<file path="src/hw/rtl/va2f4_pkg.sv">
// ----------------------------------------------------------------------------
// Vertex attribute converter package
// Shared types, format codes and register indexes.
// ----------------------------------------------------------------------------
package va2f4_pkg;

  typedef enum logic [1:0] {
    FMT_SBYTE  = 2'd0,
    FMT_UBYTE  = 2'd1,
    FMT_SSHORT = 2'd2,
    FMT_FLOAT  = 2'd3
  } scalar_fmt_e;

  typedef enum logic [1:0] {
    REG_SCALAR_FORMAT   = 2'd0,
    REG_COMPONENT_COUNT = 2'd1,
    REG_SOURCE_OFFSET   = 2'd2,
    REG_ELEMENT_STRIDE  = 2'd3
  } reg_idx_e;

  localparam logic [31:0] BitsOne  = 32'h3F80_0000;
  localparam logic [31:0] BitsZero = 32'h0000_0000;
  localparam int unsigned Lanes    = 4;

  typedef struct packed {
    logic [63:0] source_low;
    logic [63:0] source_high;
  } in_beat_t;

  typedef struct packed {
    logic [31:0] out_x;
    logic [31:0] out_y;
    logic [31:0] out_z;
    logic [31:0] out_w;
    logic        bounds_error;
  } out_beat_t;

endpackage

</file>
<file path="src/hw/rtl/va2f4_int_to_float.sv">
// ----------------------------------------------------------------------------
// Integer to single-precision converter
// Exact conversion of a 17-bit signed integer to IEEE single bits.
// ----------------------------------------------------------------------------
module va2f4_int_to_float
  import va2f4_pkg::*;
(
  input  logic signed [16:0] value_i,
  output logic        [31:0] bits_o
);

  logic        sign;
  logic [16:0] mag;
  logic [4:0]  msb;
  logic [16:0] norm;

  // Magnitude and leading-one position; every value fits the mantissa.
  always_comb begin
    sign = value_i[16];
    mag  = sign ? 17'(-value_i) : 17'(value_i);
    msb  = 5'd0;
    for (int i = 0; i < 17; i++) begin
      if (mag[i]) msb = 5'(i);
    end
    norm = mag << (5'd16 - msb);
    if (mag == 17'd0) begin
      bits_o = BitsZero;
    end else begin
      bits_o = {sign, 8'(8'd127 + {3'd0, msb}), norm[15:0], 7'd0};
    end
  end

endmodule

</file>
<file path="src/hw/rtl/vertex_attribute_to_float4.sv">
// ----------------------------------------------------------------------------
// Vertex attribute to float4
// Decodes one raw vertex attribute into four single-precision components.
// ----------------------------------------------------------------------------
// Usage: an input beat carries 16 little-endian attribute bytes on in_valid /
// in_ready. The four configuration registers are written through cfg_valid /
// cfg_ready (index, data) while the block is idle; cfg_ready is always high.
// Each beat is decoded combinationally between the input register and the
// output register and is presented from the output register. Throughput is
// one beat per cycle while the output is not stalled, set by the single
// decode stage. When the receiver stalls, the output register holds and the
// input register keeps its beat; ready drops only when both are full, so no
// beat is lost. Reset empties both stages and loads the register defaults:
// float format, four components, offset 0, stride 16. Attributes that run
// past the stride give zeros with bounds_error set.
// ----------------------------------------------------------------------------
module vertex_attribute_to_float4
  import va2f4_pkg::*;
(
  input  logic      clk_i,
  input  logic      rst_ni,
  input  logic      in_valid,
  output logic      in_ready,
  input  in_beat_t  in_data_i,
  output logic      out_valid,
  input  logic      out_ready,
  output out_beat_t out_data_o,
  input  logic      cfg_valid,
  output logic      cfg_ready,
  input  logic [1:0] cfg_index_i,
  input  logic [7:0] cfg_data_i
);

  scalar_fmt_e fmt_q;
  logic [2:0]  count_q;
  logic [7:0]  offset_q;
  logic [7:0]  stride_q;

  in_beat_t  in_q;
  logic      in_vld_q;
  out_beat_t out_q;
  logic      out_vld_q;
  out_beat_t res_d;
  logic      adv;

  assign cfg_ready = 1'b1;

  // Configuration registers.
  always_ff @(posedge clk_i or negedge rst_ni) begin
    if (!rst_ni) begin
      fmt_q    <= FMT_FLOAT;
      count_q  <= 3'd4;
      offset_q <= 8'd0;
      stride_q <= 8'd16;
    end else if (cfg_valid) begin
      unique case (reg_idx_e'(cfg_index_i))
        REG_SCALAR_FORMAT:   fmt_q    <= scalar_fmt_e'(cfg_data_i[1:0]);
        REG_COMPONENT_COUNT: count_q  <= cfg_data_i[2:0];
        REG_SOURCE_OFFSET:   offset_q <= cfg_data_i;
        REG_ELEMENT_STRIDE:  stride_q <= cfg_data_i;
        default: ;
      endcase
    end
  end

  // Two-stage handshake: the decode stage moves whenever the output is free.
  assign adv       = in_vld_q && (!out_vld_q || out_ready);
  assign in_ready  = !in_vld_q || adv;
  assign out_valid = out_vld_q;
  assign out_data_o = out_q;

  always_ff @(posedge clk_i or negedge rst_ni) begin
    if (!rst_ni) begin
      in_vld_q  <= 1'b0;
      out_vld_q <= 1'b0;
    end else begin
      if (in_ready) in_vld_q <= in_valid;
      if (adv) out_vld_q <= 1'b1;
      else if (out_ready) out_vld_q <= 1'b0;
    end
  end

  always_ff @(posedge clk_i) begin
    if (in_ready && in_valid) in_q <= in_data_i;
    if (adv) out_q <= res_d;
  end

  // Decode: component c starts at byte c times the scalar size.
  logic [127:0]       bytes;
  logic [10:0]        need;
  logic [2:0]         size;
  logic               err;
  logic signed [16:0] ival [Lanes];
  logic [31:0]        fbits [Lanes];
  logic [31:0]        raw [Lanes];
  logic [31:0]        comp [Lanes];

  assign bytes = {in_q.source_high, in_q.source_low};

  always_comb begin
    unique case (fmt_q)
      FMT_SSHORT: size = 3'd2;
      FMT_FLOAT:  size = 3'd4;
      default:    size = 3'd1;
    endcase
    need = {3'd0, offset_q} + ({8'd0, size} * {8'd0, count_q});
    err  = (count_q > 3'd4) || (stride_q == 8'd0) || (need > {3'd0, stride_q});
  end

  for (genvar c = 0; c < Lanes; c++) begin : g_lane
    always_comb begin
      unique case (fmt_q)
        FMT_SBYTE:  ival[c] = 17'(signed'(bytes[8*c +: 8]));
        FMT_UBYTE:  ival[c] = {9'd0, bytes[8*c +: 8]};
        FMT_SSHORT: ival[c] = 17'(signed'(bytes[16*c +: 16]));
        default:    ival[c] = 17'sd0;
      endcase
      raw[c] = bytes[32*c +: 32];
    end

    va2f4_int_to_float u_cvt (
      .value_i(ival[c]),
      .bits_o (fbits[c])
    );

    always_comb begin
      if (err) begin
        comp[c] = BitsZero;
      end else if (3'(c) < count_q) begin
        comp[c] = (fmt_q == FMT_FLOAT) ? raw[c] : fbits[c];
      end else begin
        comp[c] = (c == Lanes - 1) ? BitsOne : BitsZero;
      end
    end
  end

  assign res_d = '{out_x: comp[0], out_y: comp[1], out_z: comp[2],
                   out_w: comp[3], bounds_error: err};

endmodule
</file>
<file path="config.mk">
export PLATFORM = sky130hd
export DESIGN_NAME = vertex_attribute_to_float4
export DESIGN_NICKNAME = d
export VERILOG_FILES = /design/src/hw/rtl/va2f4_pkg.sv /design/src/hw/rtl/va2f4_int_to_float.sv /design/src/hw/rtl/vertex_attribute_to_float4.sv
export SDC_FILE = /design/constraint.sdc
export NUM_CORES = 1
export LEC_CHECK = 0
export BUFFER_PORTS_ARGS = -buffer_cell sky130_fd_sc_hd__buf_2
export CORE_MARGIN = 2
export CORE_UTILIZATION = 43
export CTS_CLUSTER_SIZE = 28
export DETAILED_ROUTE_END_ITERATION = 16
export GPL_TIMING_DRIVEN = 0
export HOLD_SLACK_MARGIN = 0.06
export PLACE_DENSITY = 0.65
export SLEW_MARGIN = 5
export SYNTH_ARGS = -nofsm -noshare
export SYNTH_HDL_FRONTEND = slang
export SYNTH_HIERARCHICAL = 1
export SYNTH_SLANG_ARGS = --single-unit
</file>
<file path="constraint.sdc">
create_clock -name clk_i -period 16.76 [get_ports clk_i]
set_clock_uncertainty 0.15 [all_clocks]
set_input_delay 2.514 -clock clk_i [delete_from_list [all_inputs] [get_ports clk_i]]
set_output_delay 2.514 -clock clk_i [all_outputs]
set_load 0.05 [all_outputs]
</file>
== After elaboration in Yosys (flattened, before gate mapping) ==
Index checks and enable logic that the tools add are counted.

* Magnitude comparators: 6
* Bitwise gates (word level): 4
* Multiplexer cells: 84
* Add/subtract/negate cells: 13
* Reductions and logical operators: 24
* $mul: 1
* Equal/unequal tests: 6
* Div/mod/pow operators: 0
* Shift operators: 4

{| class="wikitable"
|+ Operators with widths
! cell !! number
|-
| $mux W32 || 8
|-
| $pmux W17 S3 || 4
|-
| $mux W4 || 32
|-
| $logic_not A17 Y1 || 4
|-
| $mux W17 || 4
|-
| $neg A17 Y17 || 4
|-
| $shl A17 B5 Y16 || 4
|-
| $mux W3 || 16
|-
| $add A7 B5 Y8 const A || 4
|-
| $mux W30 || 1
|-
| $mux W5 || 4
|-
| $sub A5 B5 Y5 const A || 4
|-
| $mux W2 || 8
|-
| $add A8 B6 Y9 || 1
|-
| $gt A9 B8 Y1 || 1
|-
| $eq A2 B2 Y1 const B || 4
|-
| $logic_not A8 Y1 || 1
|-
| $reduce_and A2 Y1 || 4
|-
| $reduce_or A2 Y1 || 4
|-
| $lt A1 B3 Y1 const A || 2
|-
| $lt A2 B3 Y1 const A || 2
|-
| $mul A3 B3 Y6 || 1
|-
| $mux W1 || 6
|-
| $pmux W3 S2 || 1
|-
| other kinds (8) || 18
|}

* ROM bits: 0
* Output and inout bits: 132
* Flip-flop bits (word level): 280
* Latch bits: 0
* Input port bits: 143
* Bits in writable memories: 0
* Memories kept: 0

== Depth between registers and ports, before layout ==
* Depth after elaboration: 25
* Gate-level depth with buffers: 28

== By module ==
The synthesis kept the hierarchy.

{| class="wikitable"
|+ Modules (own cells, without submodules)
! module !! area an instance (um^2) !! cells each !! times used
|-
| vertex_attribute_to_float4 || 11836.4 || 1000 || 1
|-
| va2f4_int_to_float || 1881.8 || 244 || 4
|}

== Least setup slack after synthesis ==
No wires, ideal clock.

* Kind: input to register
* Start: in out_ready
* End: reg in_q (netlist bit bytes[0]), enable pin
* Stages on the path: 2
* Arrival: 5988 ps
* Required time: 16108 ps
* Setup slack: 10120 ps
* Cell sequence: nand3b_1 and2_1

* Word-level cells in the longest chain between the ends: 4

{| class="wikitable"
|+ Ends and longest elaborated chain
! item !! RTL line !! text
|-
| start: declaration || vertex_attribute_to_float4.sv:26 || <nowiki>input logic out_ready,</nowiki>
|-
| $logic_or A1 B1 Y1 || vertex_attribute_to_float4.sv:67 || <nowiki>assign adv = in_vld_q && (!out_vld_q || out_ready);</nowiki>
|-
| $logic_and A1 B1 Y1 || vertex_attribute_to_float4.sv:67 ||
|-
| $logic_or A1 B1 Y1 || vertex_attribute_to_float4.sv:68 || <nowiki>assign in_ready = !in_vld_q || adv;</nowiki>
|-
| $logic_and A1 B1 Y1 || vertex_attribute_to_float4.sv:84 || <nowiki>if (in_ready && in_valid) in_q <= in_data_i;</nowiki>
|-
| end signal: assignment || vertex_attribute_to_float4.sv:84 ||
|-
| end: declaration || vertex_attribute_to_float4.sv:39 || <nowiki>in_beat_t in_q;</nowiki>
|}

No other way between the ends.
A chain may end at the register's enable or synchronous reset.

== Worst setup path after layout ==
* Start: reg fmt_q[0]
* End: reg out_q (netlist bit out_data_o[92]), data pin

* Word-level cells in the longest chain between the ends: 23
* Elaborated cells between the ends (all ways): 33
* Classes of those cells: add/sub (3); mul (1); order compare (1); eq/ne (3); mux (21); reduce/logical (4)

{| class="wikitable"
|+ Ends and longest elaborated chain
! item !! RTL line !! text
|-
| start: declaration || vertex_attribute_to_float4.sv:34 || <nowiki>scalar_fmt_e fmt_q;</nowiki>
|-
| start signal: assignment || vertex_attribute_to_float4.sv:57 || <nowiki>REG_SCALAR_FORMAT: fmt_q <= scalar_fmt_e'(cfg_data_i[1:0]);</nowiki>
|-
| $eq A2 B2 Y1 (tied with other cells) || vertex_attribute_to_float4.sv:101, vertex_attribute_to_float4.sv:112 ||
|-
| $pmux W17 S3 || vertex_attribute_to_float4.sv:112 || <nowiki>unique case (fmt_q)</nowiki>
|-
| $neg A17 Y17 || va2f4_int_to_float.sv:20 || <nowiki>mag = sign ? 17'(-value_i) : 17'(value_i);</nowiki>
|-
| $mux W17 || va2f4_int_to_float.sv:20 ||
|-
| $mux W1 || va2f4_int_to_float.sv:23 || <nowiki>if (mag[i]) msb = 5'(i);</nowiki>
|-
| $mux W2 (2 in series) || va2f4_int_to_float.sv:23 ||
|-
| $mux W3 (4 in series) || va2f4_int_to_float.sv:23 ||
|-
| $mux W4 (8 in series) || va2f4_int_to_float.sv:23 ||
|-
| $mux W5 || va2f4_int_to_float.sv:23 ||
|-
| $add A7 B5 Y8 || va2f4_int_to_float.sv:29 || <nowiki>bits_o = {sign, 8'(8'd127 + {3'd0, msb}), norm[15:0], 7'd0};</nowiki>
|-
| $mux W32 || va2f4_int_to_float.sv:26 || <nowiki>if (mag == 17'd0) begin</nowiki>
|-
| $mux W32 || vertex_attribute_to_float4.sv:130 || <nowiki>comp[c] = (fmt_q == FMT_FLOAT) ? raw[c] : fbits[c];</nowiki>
|-
| end signal: assignment || vertex_attribute_to_float4.sv:85 || <nowiki>if (adv) out_q <= res_d;</nowiki>
|-
| end: declaration || vertex_attribute_to_float4.sv:41 || <nowiki>out_beat_t out_q;</nowiki>
|}

Parallel ways exist; a longest one is shown, timed or not.

==> qor.csv <==
metric,value,unit
post_cts resized,0,
peak supply drop,0.100,mV
synthesized area per cell,9.80,um2
initial core utilization,43.7,%
outcome,completed,
input/output buffers,273,
required time worst endpoint,16.98,ns
"Min Clock Period, post-route",7.85,ns
Floorplan Core Area,44300,um2
die extent in y,216,um
ratio of total power to cell area,184,nW/um2
number of core rows,77,
Worst Setup Start Kind,flip-flop,
DP Wirelength,45400,um
end-of-flow core utilization,51.2,%
number of synthesized flops with an enable pin,257,
Crit Path Class,flip-flop to flip-flop,
Cells after Synth,1976,
proportion of register bits with asynchronous set or reset after synthesis,8.21,%
setup_tns,0,ns
class of the tightest hold or removal check,flip-flop to flip-flop,
Max stage delay on crit path,0.76,ns
Clock Sink Count,280,
Static Leak,0.00895,uW
total vias in the final route,16700,
antenna-violating nets left,0,
detailed-router iteration count before antenna repair,7,
RSZ-0062 raised after global routing,no,
fmax,127,MHz
H-tree depth reported by CTS,1,
Placed Cells incl. Taps,2869,
final number of hold-violating endpoints,0,
Rel. slew slack,30.5,%
Slew @ Worst Pin,1.03,ns
root buffer cell,sky130_fd_sc_hd__clkbuf_16,
"Setup violations, final",0,
worst hold margin,0.358,ns
CP Capture Type,flip-flop,
number of register bits inferred by synthesis,280,
DIE AREA,46700,um2
fraction of layout instances using a drive strength above 1,24.9,%
number of design rule violations left after detail routing,0,
pin count of the biggest net entering global routing,62,
buffers inserted during post-CTS setup optimization,0,
Top Ports,275,
"Area growth, synth to finish",17.2,%
count of yosys warnings during synthesis,6,
count of cell types in the netlist,83,
maximum capacitance violations,0,
cts hold-fix bufs,0,
number of pins exceeding their max-slew limit in the final report,0,
total routing resource utilization after global routing,24.6,%
routed wire length per instance,20.3,um
clock-pin slew on the worst setup and hold paths,0.06,ns
most frequent cell on the critical path,sky130_fd_sc_hd__clkbuf_1,
data arrival time at the worst-slack endpoint,8.07,ns
via-per-instance ratio,5.70,
iteration-0 DRC count of the detailed router,1456,
routed wire length,59400,um
die extent in x,216,um
portion of the post-synthesis area used by sequential elements,42.9,%
Reg area,8300,um2
Critical Path Slowest Stage Cell,sky130_fd_sc_hd__clkbuf_1,
Finished Layout Cells,2930,
wire length of the first global-routing pass,90700,um
residual overflow from global routing,0,
area of the multi-input gates,10100,um2
PnR Total Power,4180,uW
post-layout net count,2483,
share of the clock period used by the worst path,46.8,%
clock latency on the worst-skew pair,0.59,ns
clock tree from TritonCTS,done,
Filler cells,4165,
via count of the first global-routing pass,16100,
number of buffers created by CTS,31,
maximum fanout count along the critical path,10,
most common flop cell mapped by yosys,sky130_fd_sc_hd__edfxtp_1,
antenna violations before repair,5,
"Cell Area, Synth",19400,um2
final weighted congestion in routability-driven placement,0.946,
cell-by-cell listing of the critical path,clkbuf_1 > and2_1 > clkbuf_1 > clkbuf_1 > clkbuf_1 > nand2_1 > fa_1 > inv_1 > fa_1 > inv_1 > fa_1 > nor2b_1 > o21ai_0 > a21oi_1 > xnor2_1 > ha_1 > a21oi_1 > nand2_1 > a2111oi_4 > o221ai_1 > clkbuf_1 > a21oi_1,
clock tree buffer depth,3,
## worst max-delay path, delay by kind of cell, from the launching register on
family / cells / cell delay (ns)
AOI/OAI and AO/OA: 6 / 1.93
xor gates and xnor gates: 1 / 0.14
adders and majority gates: 4 / 1.80
buffers and inverters: 7 / 2.43
DFF: 1 / 0.51
and+or+nand+nor: 4 / 0.63
## stage by stage
stage               instance area (um2)  setup slack [ns]
global route                      22700              8.61
CTS                               22700              9.06
finish                            22700              8.91
floorplan                         19500             10.12
detailed placement                21700              9.11
global placement                  21600              8.77
## synthesized netlist by cell type (11+ instances only)
master	instances	area share (%)
sky130_fd_sc_hd__or2_2	20	0.65
sky130_fd_sc_hd__nor4_1	30	0.97
sky130_fd_sc_hd__o22ai_1	25	0.81
sky130_fd_sc_hd__nand4_1	17	0.55
sky130_fd_sc_hd__edfxtp_1	257	40
sky130_fd_sc_hd__a21boi_0	16	0.62
sky130_fd_sc_hd__inv_1	56	1.1
sky130_fd_sc_hd__mux2i_1	64	3.3
sky130_fd_sc_hd__buf_4	29	1.1
sky130_fd_sc_hd__buf_6	12	0.70
sky130_fd_sc_hd__or3_1	21	0.68
sky130_fd_sc_hd__nand2b_1	24	0.78
sky130_fd_sc_hd__buf_2	36	0.93
sky130_fd_sc_hd__o21ai_0	56	1.4
sky130_fd_sc_hd__xnor2_1	44	2.0
sky130_fd_sc_hd__mux2_1	12	0.70
sky130_fd_sc_hd__ha_1	25	1.6
sky130_fd_sc_hd__a211oi_1	18	0.70
sky130_fd_sc_hd__nand2_1	385	7.5
sky130_fd_sc_hd__xor2_1	20	0.90
sky130_fd_sc_hd__a31oi_1	23	0.74
sky130_fd_sc_hd__nor3_1	37	0.96
sky130_fd_sc_hd__nor2b_1	13	0.42
sky130_fd_sc_hd__a21oi_1	200	5.2
sky130_fd_sc_hd__dfrtp_1	19	2.5
sky130_fd_sc_hd__mux2_4	12	0.93
sky130_fd_sc_hd__o211ai_1	19	0.74
sky130_fd_sc_hd__nand3b_1	15	0.58
sky130_fd_sc_hd__clkbuf_1	81	1.6
sky130_fd_sc_hd__and2_1	17	0.55
sky130_fd_sc_hd__o21ai_1	14	0.36
sky130_fd_sc_hd__nor2_1	77	1.5
sky130_fd_sc_hd__o31ai_1	16	0.62
sky130_fd_sc_hd__nand3_1	11	0.28
sky130_fd_sc_hd__mux2_2	33	1.9
## per-layer routing
layer,global-route usage [%],up-vias,wire length (um)
li1,-,7873,-
met3,4.59,80,4960
met4,6.80,0,1370
met5,0,-,0
met1,34.1,8047,25800
met2,39.4,710,27200
## worst paths after layout
kind                           from              to  slack [ns]  depth (start not counted)
min in group asynchronous    rst_ni     offset_q[5]        1.75                          1
max in group asynchronous    rst_ni      count_q[2]       14.33                          1
hold reg to reg            in_vld_q       out_valid        0.36                          1
setup reg to reg           fmt_q[0]  out_data_o[92]        8.91                         22
hold / removal             in_vld_q       out_valid        0.36                          1
setup / recovery           fmt_q[0]  out_data_o[92]        8.91                         22
## final cells by class
type                    instances  share of cell area [%]
multi-input cells            1492                    44.3
flip-flops and latches        280                    36.6
repair buffers                277                    6.50
clock buffers                  43                    3.75
plain buffers                 160                    3.72
well taps                     592                    3.26
inverters                      68                    1.12
clock inverters                13                   0.695
diodes                          5                  0.0551
## flip-flops by register name, indices dropped and copies added, names as in the netlist
| name | cells |
|---|---|
| out_data_o | 129 |
| bytes | 128 |
| count_q | 3 |
| stride_q | 8 |
| offset_q | 8 |
| fmt_q | 2 |
| out_valid | 1 |
| in_vld_q | 1 |
## cells by family after synthesis
| family | Yosys count | synth area share (%) |
|---|---|---|
| buffers and inverters | 228 | 5.68 |
| DFF | 280 | 42.9 |
| and+or+nand+nor | 737 | 19.5 |
| muxes | 133 | 8.33 |
| xor gates and xnor gates | 72 | 3.57 |
| adders and majority gates | 30 | 2.13 |
| other | 5 | 0.0969 |
| AOI/OAI and AO/OA | 491 | 17.8 |
## layout by cell type, fill, tap and decap left out, types with 21 or more instances in the layout
cell / count
sky130_fd_sc_hd__mux2i_1: 64
sky130_fd_sc_hd__o22ai_1: 25
sky130_fd_sc_hd__clkbuf_1: 90
sky130_fd_sc_hd__buf_4: 29
sky130_fd_sc_hd__nor2_1: 77
sky130_fd_sc_hd__nor3_1: 37
sky130_fd_sc_hd__o21ai_0: 56
sky130_fd_sc_hd__mux2_2: 33
sky130_fd_sc_hd__ha_1: 25
sky130_fd_sc_hd__clkbuf_16: 31
sky130_fd_sc_hd__a21oi_1: 200
sky130_fd_sc_hd__nand2b_1: 24
sky130_fd_sc_hd__or3_1: 21
sky130_fd_sc_hd__edfxtp_1: 257
sky130_fd_sc_hd__nor4_1: 30
sky130_fd_sc_hd__xnor2_1: 44
sky130_fd_sc_hd__inv_1: 56
sky130_fd_sc_hd__conb_1: 29
sky130_fd_sc_hd__buf_2: 309
sky130_fd_sc_hd__a31oi_1: 23
sky130_fd_sc_hd__nand2_1: 385
## report_power, final
| group | total (uW) | switching (uW) | internal [uW] |
|---|---|---|---|
| clock | 680 | 281 | 400 |
| combinational | 2520 | 1650 | 870 |
| sequential | 986 | 50.7 | 935 |
Power figures use the tool's default switching activity.
